<file path="src/pfa_pkg.sv">
// Shared types, constants and codes for the page frame allocator.
`timescale 1ns / 1ps
package pfa_pkg;

   localparam int MAX_PAGES   = 32768;
   localparam int PAGE_SHIFT  = 12;
   localparam int ADDR_W      = 56;
   localparam int BASE_W      = ADDR_W + 1;
   localparam int IDX_W       = $clog2(MAX_PAGES);
   localparam int CNT_W       = $clog2(MAX_PAGES + 1);
   localparam int REF_W       = 8;
   localparam int FREE_W      = 28;
   localparam int OP_W        = 3;
   localparam int STATUS_W    = 2;
   localparam int CSR_IDX_W   = 1;
   localparam int QUEUE_DEPTH = 2;

   localparam logic [BASE_W-1:0] PAGE_BYTES = BASE_W'(1) << PAGE_SHIFT;
   localparam logic [BASE_W-1:0] PAGE_MASK  = PAGE_BYTES - BASE_W'(1);
   localparam logic [REF_W-1:0]  REF_MAX    = '1;
   localparam logic [FREE_W-1:0] FREE_MAX   = '1;
   localparam longint FREE_PAGE_LIMIT       = longint'(1) << (FREE_W - PAGE_SHIFT);

   localparam logic [ADDR_W-1:0] HEAP_START_RST = ADDR_W'(64'h8000_0000);
   localparam logic [ADDR_W-1:0] MEM_TOP_RST    = ADDR_W'(64'h8800_0000);

   typedef enum logic [OP_W-1:0] {
      OP_INIT  = 3'd0,
      OP_ALLOC = 3'd1,
      OP_FREE  = 3'd2,
      OP_INC   = 3'd3,
      OP_DEC   = 3'd4,
      OP_QUERY = 3'd5
   } op_type;

   typedef enum logic [STATUS_W-1:0] {
      ST_OK    = 2'd0,
      ST_OOM   = 2'd1,
      ST_BAD   = 2'd2,
      ST_LIMIT = 2'd3
   } status_type;

   typedef enum logic [CSR_IDX_W-1:0] {
      CSR_HEAP_START = 1'b0,
      CSR_MEM_TOP    = 1'b1
   } csr_index_type;

   typedef enum logic [2:0] {
      CMD_INIT,
      CMD_ALLOC,
      CMD_FREE,
      CMD_INC,
      CMD_DEC,
      CMD_QUERY,
      CMD_BAD
   } cmd_kind_type;

   typedef enum logic [1:0] {
      BK_SWEEP,
      BK_IDLE,
      BK_EXEC
   } back_state_type;

   typedef struct packed {
      logic [OP_W-1:0]   op;
      logic [ADDR_W-1:0] page_addr;
   } req_type;

   typedef struct packed {
      logic [STATUS_W-1:0] status;
      logic [ADDR_W-1:0]   result_addr;
      logic [REF_W-1:0]    ref_count;
      logic [FREE_W-1:0]   free_space;
   } rsp_type;

   typedef struct packed {
      cmd_kind_type     kind;
      logic [IDX_W-1:0] idx;
      logic [CNT_W-1:0] pages;
   } cmd_type;

endpackage

</file>
<file path="src/pfa_queue.sv">
// Short command queue between the front end and the back end.
`timescale 1ns / 1ps
module pfa_queue import pfa_pkg::*; (
   input  logic    clock,
   input  logic    reset,
   input  logic    push,
   input  cmd_type push_data,
   output logic    full,
   input  logic    pop,
   output logic    not_empty,
   output cmd_type pop_data
);

   localparam int PTR_W  = $clog2(QUEUE_DEPTH);
   localparam int FILL_W = $clog2(QUEUE_DEPTH + 1);

   cmd_type            entry_ff [QUEUE_DEPTH];
   logic [PTR_W-1:0]   wr_ptr_ff, wr_ptr_in, rd_ptr_ff, rd_ptr_in;
   logic [FILL_W-1:0]  fill_ff, fill_in;

   assign full      = (fill_ff == FILL_W'(QUEUE_DEPTH));
   assign not_empty = (fill_ff != '0);
   assign pop_data  = entry_ff[rd_ptr_ff];

   always_comb begin
      wr_ptr_in = wr_ptr_ff;
      rd_ptr_in = rd_ptr_ff;
      fill_in   = fill_ff;
      if (push) begin
         wr_ptr_in = (wr_ptr_ff == PTR_W'(QUEUE_DEPTH - 1)) ? '0 : wr_ptr_ff + PTR_W'(1);
      end
      if (pop) begin
         rd_ptr_in = (rd_ptr_ff == PTR_W'(QUEUE_DEPTH - 1)) ? '0 : rd_ptr_ff + PTR_W'(1);
      end
      if (push && !pop) begin
         fill_in = fill_ff + FILL_W'(1);
      end else if (pop && !push) begin
         fill_in = fill_ff - FILL_W'(1);
      end
   end

   always_ff @(posedge clock) begin
      if (reset) begin
         wr_ptr_ff <= '0;
         rd_ptr_ff <= '0;
         fill_ff   <= '0;
      end else begin
         wr_ptr_ff <= wr_ptr_in;
         rd_ptr_ff <= rd_ptr_in;
         fill_ff   <= fill_in;
      end
   end

   always_ff @(posedge clock) begin
      if (push) begin
         entry_ff[wr_ptr_ff] <= push_data;
      end
   end

endmodule

</file>
<file path="config.mk">
export PLATFORM = sky130hd
export DESIGN_NAME = pfa_queue
export DESIGN_NICKNAME = d
export VERILOG_FILES = /design/src/pfa_pkg.sv /design/src/pfa_queue.sv
export SDC_FILE = /design/constraint.sdc
export NUM_CORES = 1
export LEC_CHECK = 0
export ABC_AREA = 1
export BUFFER_PORTS_ARGS = -buffer_cell sky130_fd_sc_hd__buf_2
export CORE_ASPECT_RATIO = 1.5
export CORE_UTILIZATION = 30
export DETAILED_ROUTE_END_ITERATION = 16
export GPL_TIMING_DRIVEN = 0
export PLACE_DENSITY = 0.49
export SLEW_MARGIN = 20
export SYNTH_ARGS = -nofsm -noshare
export SYNTH_HDL_FRONTEND = slang
export SYNTH_SLANG_ARGS = --single-unit
</file>
<file path="constraint.sdc">
create_clock -name clock -period 2.66 [get_ports clock]
set_input_delay 0.133 -clock clock [delete_from_list [all_inputs] [get_ports clock]]
set_output_delay 0.133 -clock clock [all_outputs]
set_load 0.005 [all_outputs]
</file>
== Word-level counts from Yosys, hierarchy flattened ==
Memory sizes are Yosys's and may differ from the RTL's. A register that Yosys moved wholly into a read port is not among the register bits.
Cells that the tools add are included.
Operators by class
  $add $sub $neg: 4
  muxes and demuxes: 8
  reduce and logical (&&, ||, !) cells: 6
  eq/ne operators: 1
Operators by type and width (count)
  $mux 1: 6
  $mux 2: 2
  $reduce_bool 2->1: 2
  $add 1x1->1 const B: 2
  $add 2x1->2 const B: 1
  $eq 2x2->1 const B: 1
  $logic_and 1x1->1: 2
  $logic_not 1->1: 2
  $sub 2x1->2 const B: 1
Storage, ports and cells
  output and inout port bits: 36
  input bits: 38
  flip-flop bits (word level): 4
  memories: 1
  word-level logic and storage cells: 23
  memory bits (writable): 68
Memories
  entry_ff: words 2, width 34, read ports 1, clocked after memory_dff 1, wr ports 1, RTL line pfa_queue.sv:17  | cmd_type entry_ff [QUEUE_DEPTH];

== Logic depth before layout (Yosys ltp) ==
  depth in word-level cells: 4
  depth in mapped cells: 8

== Least setup slack after synthesis ==
Ideal clock, no wire load.
  path type: reg-to-reg
  start point: register wr_ptr_ff
  end point: memory entry_ff[0][0] in the netlist's numbering, enable pin
  library setup time: 0.426 ns
  arrival time: 1.759 ns
  setup slack: 0.475 ns
  cell stages (with the launch flop): 2
  period minus slack after synthesis: 2.185 ns
  path buffers: 0
  required time: 2.234 ns
  cell sequence: dfxtp_1 nor2_1
RTL lines
  start, declared: RTL line pfa_queue.sv:18  | logic [PTR_W-1:0] wr_ptr_ff, wr_ptr_in, rd_ptr_ff, rd_ptr_in;
  start signal, assigned: RTL line pfa_queue.sv:48  | wr_ptr_ff <= wr_ptr_in;
  end, declared: RTL line pfa_queue.sv:17
No word-level cell before the write port.

==> qor.txt <==
Fin. Hold Viols = 0
All-Layer GR Usage = 11.1%
Starting DRT DRC Count = 49
mapped cell area = 2840 um2
largest net degree at the start of global routing = 19
Detail Placement HPWL = 3220 um
mean area per synthesized cell = 20.4 um2
outcome = completed
leakage = 0.00162 uW
initial antenna violation count = 0
Worst EP arrival = 1.41 ns
clock root buffer = clkbuf_16
Worst slew margin = 57.7%
deepest clock path buffer count = 2
Clock power frac = 37.9%
Final Cycle Share = 57.8%
Data required, critical path = 2.53 ns
fin util = 43.5%
maximum vdd drop = 0.000364 V
first-pass GRT wire length = 7490 um
Int Power = 2150 uW
synth-to-layout area growth = 41.0%
switching pwr = 575 uW
share of the synthesized area in the top cell type = 72.0%
Final Power = 2730 uW
Logic pwr share = 12.8%
total CTS buffers = 9
actual slew at the worst max-slew pin = 0.633 ns
clock-pin slew of the registers on the worst-case setup and hold paths = 0.05 ns
Net Sw Frac = 21.1%
Port Buf Inserts = 73
Routed WL = 4920 um
Seq/Total Area, Yosys = 75.6%
Hold Crit Class = primary input to flop
Syn Nets = 178
share of cells above drive strength 1 = 47.7%
Seq cells post-synth = 73
FMAX = 650 MHz
max cap viols = 0
CP cell instances = buf_6 -> buf_12 -> mux2_4 -> buf_2
Worst Setup End Kind = primary output
commonest non-fill, non-tap cells in the layout = buf_2, edfxtp_1, dlygate4sd3_1
cell count after synthesis = 139
# setup viols final = 0
global route overflow = 0
ant diodes = 0
Synth area leaders = edfxtp_1, mux2_4, dfxtp_1
DIE AREA = 9850 um2
Synth cell types = 16
Sink Count = 73
final-report max-slew violation count = 0
GPL Wtd Cong = 0.645
CP max FO = 10
Via density = 4.25
wire per inst = 13.1 um
Clk Latency, worst-skew pair = 0.33 ns
Via Count = 1,597
DR DRC count = 0
nets@finish = 298
Tmin final = 1.54 ns
cell count after placement = 326
CTS tree = yes
Layout Skew = 0.00371 ns
PwrDens = 682 nW/um2
CP peak stage delay = 0.32 ns
# rows = 43
DRT Pass-1 Iters = 2
Non-Filler Instances = 376
Core Region = 9200 um2
commonest non-fill, non-tap cell in the layout = buf_2
effective utilization at floorplan = 30.8%
leading area contributor after synthesis = edfxtp_1
Crit Path Class = flop to primary output
vias in the first global route = 1,666
postcts setup bufs = 0
Worst path slowest cell = dfxtp_1
RSZ-0062 raised after global routing = false
Vert. Die Dim = 121 um
H-tree depth = 3
Setup crit start kind = flop
synth warn = 0
Final ANT Viol Nets = 0
Die W = 81.4 um
IO Pins = 74
share of power burned in registers = 49.3%
sequential cells by signal, indices dropped and copies added (netlist names), named ones only:
register	flops
fill_ff	2
rd_ptr_ff	1
wr_ptr_ff	1
entry_ff	68
per-stage QoR:
step	hold WS (ns)	setup TNS, ns	setup WS [ns]	area [um2]
finish	0.0139	0	1.12	4000
global route	0.0156	0	1.05	4000
CTS	0.00526	0	1.09	4000
detailed placement	0.326	0	1.24	3400
global placement	0.321	-17.05	-0.504	3340
floorplan	0.205	0	0.475	2840
Yosys cell counts:
master / number
edfxtp_1: 68
mux2_4: 30
inv_1: 9
nand2_1: 6
nor2_1: 6
dfxtp_1: 5
mux2_2: 4
buf_12: 3
a21oi_1: 1
buf_6: 1
ha_1: 1
nand3_1: 1
nand4_1: 1
nor3_1: 1
o21ai_0: 1
xnor2_1: 1
power by group through the flow:
stage	Combinational, uW	Sequential [uW]	Clock, uW
floorplan	186	1360	0
global placement	300	1370	0
detailed placement	317	1370	0
CTS	357	1340	1060
global route	381	1350	1100
finish	349	1340	1030
metal layers:
metal	global-route usage, %	wire, um
met1	10.4	1820
met2	18.8	2690
met3	4.06	242
met4	8.37	166
met5	0	0
worst max-delay path, delay by kind of cell, from the launching register on:
kind	cells	cell delay (ns)
buffers and inverters	3	0.46
multiplexers	1	0.30
flip-flops	1	0.32
final cells by class:
class                           count  area [um2]
Fill cell                         846        5200
Clock buffer                       10         229
Inverter                            9        33.8
Buffer                              4        71.3
Clock inverter                      6        25.0
Multi-Input combinational cell     53         596
Timing Repair Buffer              109         761
Sequential cell                    73        2140
Tap cell                          112         140
logic make-up after synthesis:
family                     synth area share (%)
muxes                                      17.5
AOI/OAI and AO/OA                         0.353
buffers and inverters                      3.71
adders and majority gates                 0.441
and+or+nand+nor                            2.16
xor gates and xnor gates                  0.309
DFF                                        75.6
what timing repair did:
| item | 4_1_cts | 5_1_grt |
|---|---|---|
| resized for setup | 0 | 0 |
| hold endpoints to repair | 68 | 0 |
| hold buffers | 34 | 0 |
path summary, 6_finish.rpt:
check,depth (start not counted),slack (ns),startpoint,to
setup reg to reg,2,1.25,wr_ptr_ff,entry_ff[0][23]
hold / removal,2,0.01,reset,flop
setup / recovery,4,1.12,flop,pop_data[22]
hold reg to reg,2,0.52,rd_ptr_ff,flop
Note: power is estimated with default switching activity, not from simulation.
