<file path="src/pfa_pkg.sv">
// Shared types, constants and codes for the page frame allocator.
`timescale 1ns / 1ps
package pfa_pkg;

   localparam int MAX_PAGES   = 32768;
   localparam int PAGE_SHIFT  = 12;
   localparam int ADDR_W      = 56;
   localparam int BASE_W      = ADDR_W + 1;
   localparam int IDX_W       = $clog2(MAX_PAGES);
   localparam int CNT_W       = $clog2(MAX_PAGES + 1);
   localparam int REF_W       = 8;
   localparam int FREE_W      = 28;
   localparam int OP_W        = 3;
   localparam int STATUS_W    = 2;
   localparam int CSR_IDX_W   = 1;
   localparam int QUEUE_DEPTH = 2;

   localparam logic [BASE_W-1:0] PAGE_BYTES = BASE_W'(1) << PAGE_SHIFT;
   localparam logic [BASE_W-1:0] PAGE_MASK  = PAGE_BYTES - BASE_W'(1);
   localparam logic [REF_W-1:0]  REF_MAX    = '1;
   localparam logic [FREE_W-1:0] FREE_MAX   = '1;
   localparam longint FREE_PAGE_LIMIT       = longint'(1) << (FREE_W - PAGE_SHIFT);

   localparam logic [ADDR_W-1:0] HEAP_START_RST = ADDR_W'(64'h8000_0000);
   localparam logic [ADDR_W-1:0] MEM_TOP_RST    = ADDR_W'(64'h8800_0000);

   typedef enum logic [OP_W-1:0] {
      OP_INIT  = 3'd0,
      OP_ALLOC = 3'd1,
      OP_FREE  = 3'd2,
      OP_INC   = 3'd3,
      OP_DEC   = 3'd4,
      OP_QUERY = 3'd5
   } op_type;

   typedef enum logic [STATUS_W-1:0] {
      ST_OK    = 2'd0,
      ST_OOM   = 2'd1,
      ST_BAD   = 2'd2,
      ST_LIMIT = 2'd3
   } status_type;

   typedef enum logic [CSR_IDX_W-1:0] {
      CSR_HEAP_START = 1'b0,
      CSR_MEM_TOP    = 1'b1
   } csr_index_type;

   typedef enum logic [2:0] {
      CMD_INIT,
      CMD_ALLOC,
      CMD_FREE,
      CMD_INC,
      CMD_DEC,
      CMD_QUERY,
      CMD_BAD
   } cmd_kind_type;

   typedef enum logic [1:0] {
      BK_SWEEP,
      BK_IDLE,
      BK_EXEC
   } back_state_type;

   typedef struct packed {
      logic [OP_W-1:0]   op;
      logic [ADDR_W-1:0] page_addr;
   } req_type;

   typedef struct packed {
      logic [STATUS_W-1:0] status;
      logic [ADDR_W-1:0]   result_addr;
      logic [REF_W-1:0]    ref_count;
      logic [FREE_W-1:0]   free_space;
   } rsp_type;

   typedef struct packed {
      cmd_kind_type     kind;
      logic [IDX_W-1:0] idx;
      logic [CNT_W-1:0] pages;
   } cmd_type;

endpackage

</file>
<file path="src/pfa_front.sv">
// Front end: configuration registers, transaction intake and address classification.
`timescale 1ns / 1ps
module pfa_front import pfa_pkg::*; (
   input  logic                 clock,
   input  logic                 reset,
   input  logic                 req_valid,
   output logic                 req_stall,
   input  req_type              req_data,
   input  logic                 csr_we,
   input  logic [CSR_IDX_W-1:0] csr_index,
   input  logic [ADDR_W-1:0]    csr_wdata,
   input  logic                 q_full,
   output logic                 q_push,
   output cmd_type              q_data,
   output logic [BASE_W-1:0]    base
);

   logic [ADDR_W-1:0] heap_start_ff, mem_top_ff;
   logic [BASE_W-1:0] base_ff;
   logic              in_valid_ff, in_valid_in;
   req_type           in_ff;
   logic              accept;

   assign req_stall   = in_valid_ff & q_full;
   assign accept      = req_valid & ~req_stall;
   assign q_push      = in_valid_ff & ~q_full;
   assign in_valid_in = accept | (in_valid_ff & q_full);
   assign base        = base_ff;

   always_ff @(posedge clock) begin
      if (reset) begin
         heap_start_ff <= HEAP_START_RST;
         mem_top_ff    <= MEM_TOP_RST;
         base_ff       <= BASE_W'(HEAP_START_RST);
         in_valid_ff   <= 1'b0;
      end else begin
         in_valid_ff <= in_valid_in;
         if (csr_we) begin
            unique case (csr_index_type'(csr_index))
               CSR_HEAP_START: begin
                  heap_start_ff <= csr_wdata;
                  base_ff       <= (BASE_W'(csr_wdata) + PAGE_MASK) & ~PAGE_MASK;
               end
               CSR_MEM_TOP: mem_top_ff <= csr_wdata;
               default: ;
            endcase
         end
      end
   end

   always_ff @(posedge clock) begin
      if (accept) begin
         in_ff <= req_data;
      end
   end

   always_comb begin
      logic [BASE_W-1:0] addr_ext;
      logic [BASE_W-1:0] top_ext;
      logic [BASE_W-1:0] diff;
      logic [BASE_W-1:0] span;
      logic              addr_ok;
      addr_ext = BASE_W'(in_ff.page_addr);
      top_ext  = BASE_W'(mem_top_ff);
      diff     = addr_ext - base_ff;
      addr_ok  = ((addr_ext & PAGE_MASK) == '0)
               && (in_ff.page_addr >= heap_start_ff)
               && (addr_ext >= base_ff)
               && ((addr_ext + PAGE_BYTES) <= top_ext)
               && ((diff >> PAGE_SHIFT) < BASE_W'(MAX_PAGES));
      span     = (top_ext >= base_ff) ? ((top_ext - base_ff) >> PAGE_SHIFT) : '0;
      q_data.idx   = diff[PAGE_SHIFT +: IDX_W];
      q_data.pages = (span > BASE_W'(MAX_PAGES)) ? CNT_W'(MAX_PAGES) : span[CNT_W-1:0];
      unique case (in_ff.op)
         OP_INIT:  q_data.kind = CMD_INIT;
         OP_ALLOC: q_data.kind = CMD_ALLOC;
         OP_FREE:  q_data.kind = addr_ok ? CMD_FREE : CMD_BAD;
         OP_INC:   q_data.kind = addr_ok ? CMD_INC : CMD_BAD;
         OP_DEC:   q_data.kind = addr_ok ? CMD_DEC : CMD_BAD;
         OP_QUERY: q_data.kind = CMD_QUERY;
         default:  q_data.kind = CMD_BAD;
      endcase
   end

endmodule

</file>
<file path="config.mk">
export PLATFORM = sky130hd
export DESIGN_NAME = pfa_front
export DESIGN_NICKNAME = d
export VERILOG_FILES = /design/src/pfa_pkg.sv /design/src/pfa_front.sv
export SDC_FILE = /design/constraint.sdc
export NUM_CORES = 1
export LEC_CHECK = 0
export BUFFER_PORTS_ARGS = -buffer_cell sky130_fd_sc_hd__buf_4
export CAP_MARGIN = 40
export CORE_MARGIN = 3
export CORE_UTILIZATION = 28
export CTS_BUF_LIST = sky130_fd_sc_hd__clkbuf_16
export CTS_CLUSTER_SIZE = 28
export DETAILED_ROUTE_END_ITERATION = 8
export GPL_TIMING_DRIVEN = 0
export PLACE_DENSITY = 0.52
export SYNTH_ARGS = -nofsm -noshare
export SYNTH_HDL_FRONTEND = slang
export SYNTH_SLANG_ARGS = --single-unit
</file>
<file path="constraint.sdc">
create_clock -name clock -period 6.3 [get_ports clock]
set_input_delay 0.315 -clock clock [delete_from_list [all_inputs] [get_ports clock]]
set_output_delay 0.315 -clock clock [all_outputs]
set_load 0.03 [all_outputs]
</file>
Word level (Yosys, flattened, before mapping)
Index checks and enable logic that the tools add are counted.
{ "word_totals": {"reg_bits": 217, "output_inout_bits": 93, "elab_cells": 42} }
{ "classes": {"addsub": 4, "n_lt_le_gt_ge": 6, "n_eq_ne": 5, "muxes": 6, "bitwise_logic": 7, "n_reduce_logical": 8} }
{ "op_table": {"columns": ["cell", "count"], "rows": [
  ["greater-or-equal comparator 56 x 57 -> 1 bit", 2],
  ["subtractor 56 x 57 -> 57 bit", 2],
  ["adder 56 x 12 -> 57 bit, second input constant", 1],
  ["adder 56 x 13 -> 57 bit, second input constant", 1],
  ["less-or-equal comparator 57 x 56 -> 1 bit", 1],
  ["logical NOT 57 bit", 1],
  ["greater-or-equal comparator 56 bit", 1],
  ["greater-than comparator 45 x 16 -> 1 bit, second input constant", 1],
  ["< comparator 45 x 16 -> 1 bit, second input constant", 1],
  ["two-way mux 45 bit", 1],
  ["one-hot mux 3 bit (6 select lines)", 1],
  ["two-way mux 16 bit", 1],
  ["equality test 3 x 2 -> 1 bit, second input constant", 2],
  ["equality test 3 bit, second input constant", 2],
  ["two-way mux 3 bit", 2],
  ["logical AND 1 bit", 4],
  ["AND reduction 2 bit", 2],
  ["AND 1 bit", 3],
  ["equality test 3 x 1 -> 1 bit, second input constant", 1],
  ["logical NOT 3 bit", 1],
  ["inverter 1 bit", 3],
  ["two-way mux 2 bit", 1],
  ["OR 1 bit", 1]
]} }

Depth between registers and ports, before layout
{ "logic_depth": {"word_depth": 7, "mapped_depth": 18, "mapped_depth_nobuf": 18} }

Worst setup path after synthesis
Ideal clock, no wire load.
{ "synth_path": {"kind": "register -> output", "startpoint": "register in_ff[16] (netlist bit)", "endpoint": "output q_data[32] (netlist bit)", "arrival_ns": 4.209, "required_ns": 5.985, "setup_slack_ns": 1.776, "stages_incl_launch_ff": 19, "cell_sequence": "edfxtp_1 -> nand3_1 -> or3_1 -> clkbuf_1 -> nor3_1 -> and3_1 -> and2_1 -> nor2b_1 -> nand2_1 -> nor2_1 -> xnor2_1 -> ha_1 -> nand3_1 -> nor4_1 -> o21ai_0 -> nand3_1 -> a2111oi_0 -> and4_1 -> o21ai_0"} }
{ "synth_lines": {"columns": ["element", "line", "source"], "rows": [
  ["from (decl)", "pfa_front.sv:21", "req_type in_ff;"],
  ["from (signal assigned)", "pfa_front.sv:53", "in_ff <= req_data;"],
  ["to (decl)", "pfa_front.sv:14", "output cmd_type q_data,"]
]} }

==> flow_summary.ini <==
[place]
port_buffers = 200
gp_congestion = 0.956
dp_hpwl_mm = 66.8

[synthesis]
async_flop_share_pct = 0
synth-edff-count = 59
synth-seq-cells = 217
ys_types = 97
netlist_instances = 2395
ys_seq_area_share_pct = 26.8
synthFlopType = dfxtp_1
syn_area_per_cell_sq_um = 7.70
syn-cell-area_sq_mm = 0.0184
ys_warn_count = 0

[sta]
tns_ns = 0
slew_headroom_pct = 39.0
fin_skew_ns = 0.0124
rsz0062_at_grt = false
worst_pin_slew_ns = 0.907
max_freq_ghz = 0.164
min_period_ns = 6.11
finalHoldViolCount = 0
slew_violations = 0
final-setup-viol-count = 0
min_period_over_period_pct = 96.9

[clocking]
cts_tree = yes
cts_htree_levels = 1
clkTransAtPathRegs_ns = 0.07
cts_made_buffers = 25
clk_path_buf_depth = 3
clock-sinks = 217
cts-root-buf = clkbuf_16
insertion_delay_ns = 0.55

[die]
fp.coreArea_sq_mm = 0.0648
ioPinCount = 214
placementRows = 93
die-area_sq_mm = 0.0690
die_y_um = 263
start_util_pct = 28.5
die_w_um = 263

[critical_path]
rr_startpoint = in_valid_ff
crit_type = flop to output port
reg2reg_setup_slack_ns = 4.56
crit_required_ns = 5.98
r2r_cells = 4
crit_path_start_kind = flop
critical_path_arrival_ns = 5.79
r2r_end = in_ff[12]
crit_fanout = 7
end_kind = output port

[grt]
grt_pass1_wl_mm = 118
first_global_vias = 18900
antenna_found_initial = 3
grt_max_degree = 28
track_usage_pct = 22.1
grt_overflow = 0

[pwr]
ir_worst_vdd_uv = 171
p_total_mw = 4.85
p_leak_nw = 8.93
powerDensity_mw_per_mm2 = 214

[routing]
drtAntennaViolNets = 0
via_per_inst = 5.34
routed_wl_mm = 79.5
first_pass_iters = 6
drc_errors = 0
vias = 19200
avgRoutedWirePerCell_um = 22.2
drtIter0Drc = 1478

[cells_and_area]
multiInputGateArea_sq_mm = 0.0122
n_fill_cell = 6815
fin_util_pct = 35.1
nets = 3039
drive_gt1_share_pct = 13.5
area_growth_pct = 23.2
seqCellArea_sq_mm = 0.00493

[flow_run]
maxCapViolCount = 0

[outcome]
status = complete, no violations

[worst_hold_path]
min_path_cells = 3
hp-start = csr_wdata[10]
hp-class = input pin to flop
min_to = heap_start_ff[10]
## flip-flops by register name, summed over array words and instances (netlist names)
register	flops
heap_start_ff	56
base	45
in_valid_ff	1
in_ff	59
mem_top_ff	56
## routing by layer
metal,track usage [%],up-vias,routed length [um]
li1,-,9197,-
met1,30.2,9174,36200
met2,35.1,666,35000
met3,3.02,141,5010
met4,8.44,2,3390
met5,0,-,13
## timing repair
action,in CTS,in global routing
endpoints found under the setup margin,3,3
hold endpoints to repair,60,0
gates resized for setup,11,6
pin swaps,1,1
hold buffers,60,0
setup buffers,4,6
## layout make-up
type                    instances  area share, %
flip-flops and latches        217           21.7
clock inverters                20          0.622
diodes                          2         0.0220
inverters                     200           3.30
plain buffers                 120           3.08
clock buffers                  25           2.75
repair buffers                282           10.2
well taps                     855           4.71
multi-input cells            1869           53.6
## worst max-delay path: stages, from the launching register on
cell and delay, ns:
edfxtp_1 0.60, and4_1 0.27, nand3_1 0.16, or4_4 0.60
inv_1 0.18, nand3_2 0.21, xnor2_1 0.20, ha_1 0.32
nand4_1 0.17, a21oi_1 0.08, a2111oi_0 0.43, buf_1 0.19
o221ai_1 0.18, o21ai_2 0.28, nand3_1 0.22, a2111oi_4 0.49
and4_2 0.37, a22o_1 0.15, buf_4 0.15
## cells in the final DEF (no fill, tap or decap), types with 11 or more instances in the layout
master	count
o21ai_0	95
inv_1	203
nand3_1	61
nor3_1	34
a211oi_1	56
buf_4	226
nor2b_1	11
nor2_1	156
xnor2_1	81
dlygate4sd3_1	60
o21a_1	26
a31oi_1	19
nand4_1	74
o211ai_1	24
or3_1	16
xor2_1	46
and3_1	24
a21o_1	29
and4_1	15
dfxtp_1	158
buf_6	12
a21oi_1	272
clkbuf_8	11
nand2_1	381
ha_1	201
nor4_1	18
edfxtp_1	59
conb_1	12
clkbuf_1	77
clkbuf_16	25
mux2i_1	13
## where the power goes
| group | internal, mW | total [mW] | switching [mW] |
|---|---|---|---|
| Clock | 0.771 | 1.40 | 0.625 |
| Combinational | 0.674 | 1.84 | 1.16 |
| Sequential | 1.51 | 1.62 | 0.108 |
| Total | 2.96 | 4.85 | 1.90 |
## cells in the mapped netlist (59+ instances only)
cell type	n	share of area, %
edfxtp_1	59	9.6
nand3_1	64	1.7
nand2_1	381	7.8
clkbuf_1	77	1.6
xnor2_1	81	3.8
a21oi_1	272	7.4
dfxtp_1	158	17
ha_1	201	14
nor2_1	157	3.2
nand4_1	74	2.5
inv_1	200	4.1
o21ai_0	96	2.6
## cells by family after synthesis
| family | after synthesis | share of synthesized area, % |
|---|---|---|
| other cells | 1 | 0.0203 |
| compound gates | 648 | 22.2 |
| fa+ha+maj | 203 | 13.9 |
| simple gates | 862 | 22.3 |
| mux | 17 | 0.950 |
| flops | 217 | 26.8 |
| xor+xnor | 127 | 6.03 |
| buf+inv | 320 | 7.86 |
## metrics by stage
| step | worst slack, ns | hold slack (ns) | cells | instance area, sq um |
|---|---|---|---|---|
| after floorplan | 1.78 | 0.414 | 2406 | 18500 |
| after global placement | -0.904 | 0.443 | 3461 | 21100 |
| after detailed placement | -0.471 | 0.447 | 3473 | 21200 |
| after CTS | 0.0150 | 0.0161 | 3582 | 22600 |
| after global routing | 0.0156 | 0.0173 | 3590 | 22700 |
| final | 0.194 | 0.0405 | 3590 | 22700 |
## how the worst max path moves through the flow
stage	from	end	slack (ns)	cells past startpoint
after floorplan	in_ff[16]	q_data[32]	1.78	18
after global placement	in_ff[17]	q_data[31]	-0.90	18
after detailed placement	in_ff[16]	q_data[31]	-0.47	19
after CTS	in_ff[13]	q_data[31]	0.01	18
after global routing	in_ff[13]	q_data[31]	0.02	20
final	in_ff[24]	q_data[31]	0.19	18
No activity file was read; power rests on OpenSTA's default activity.
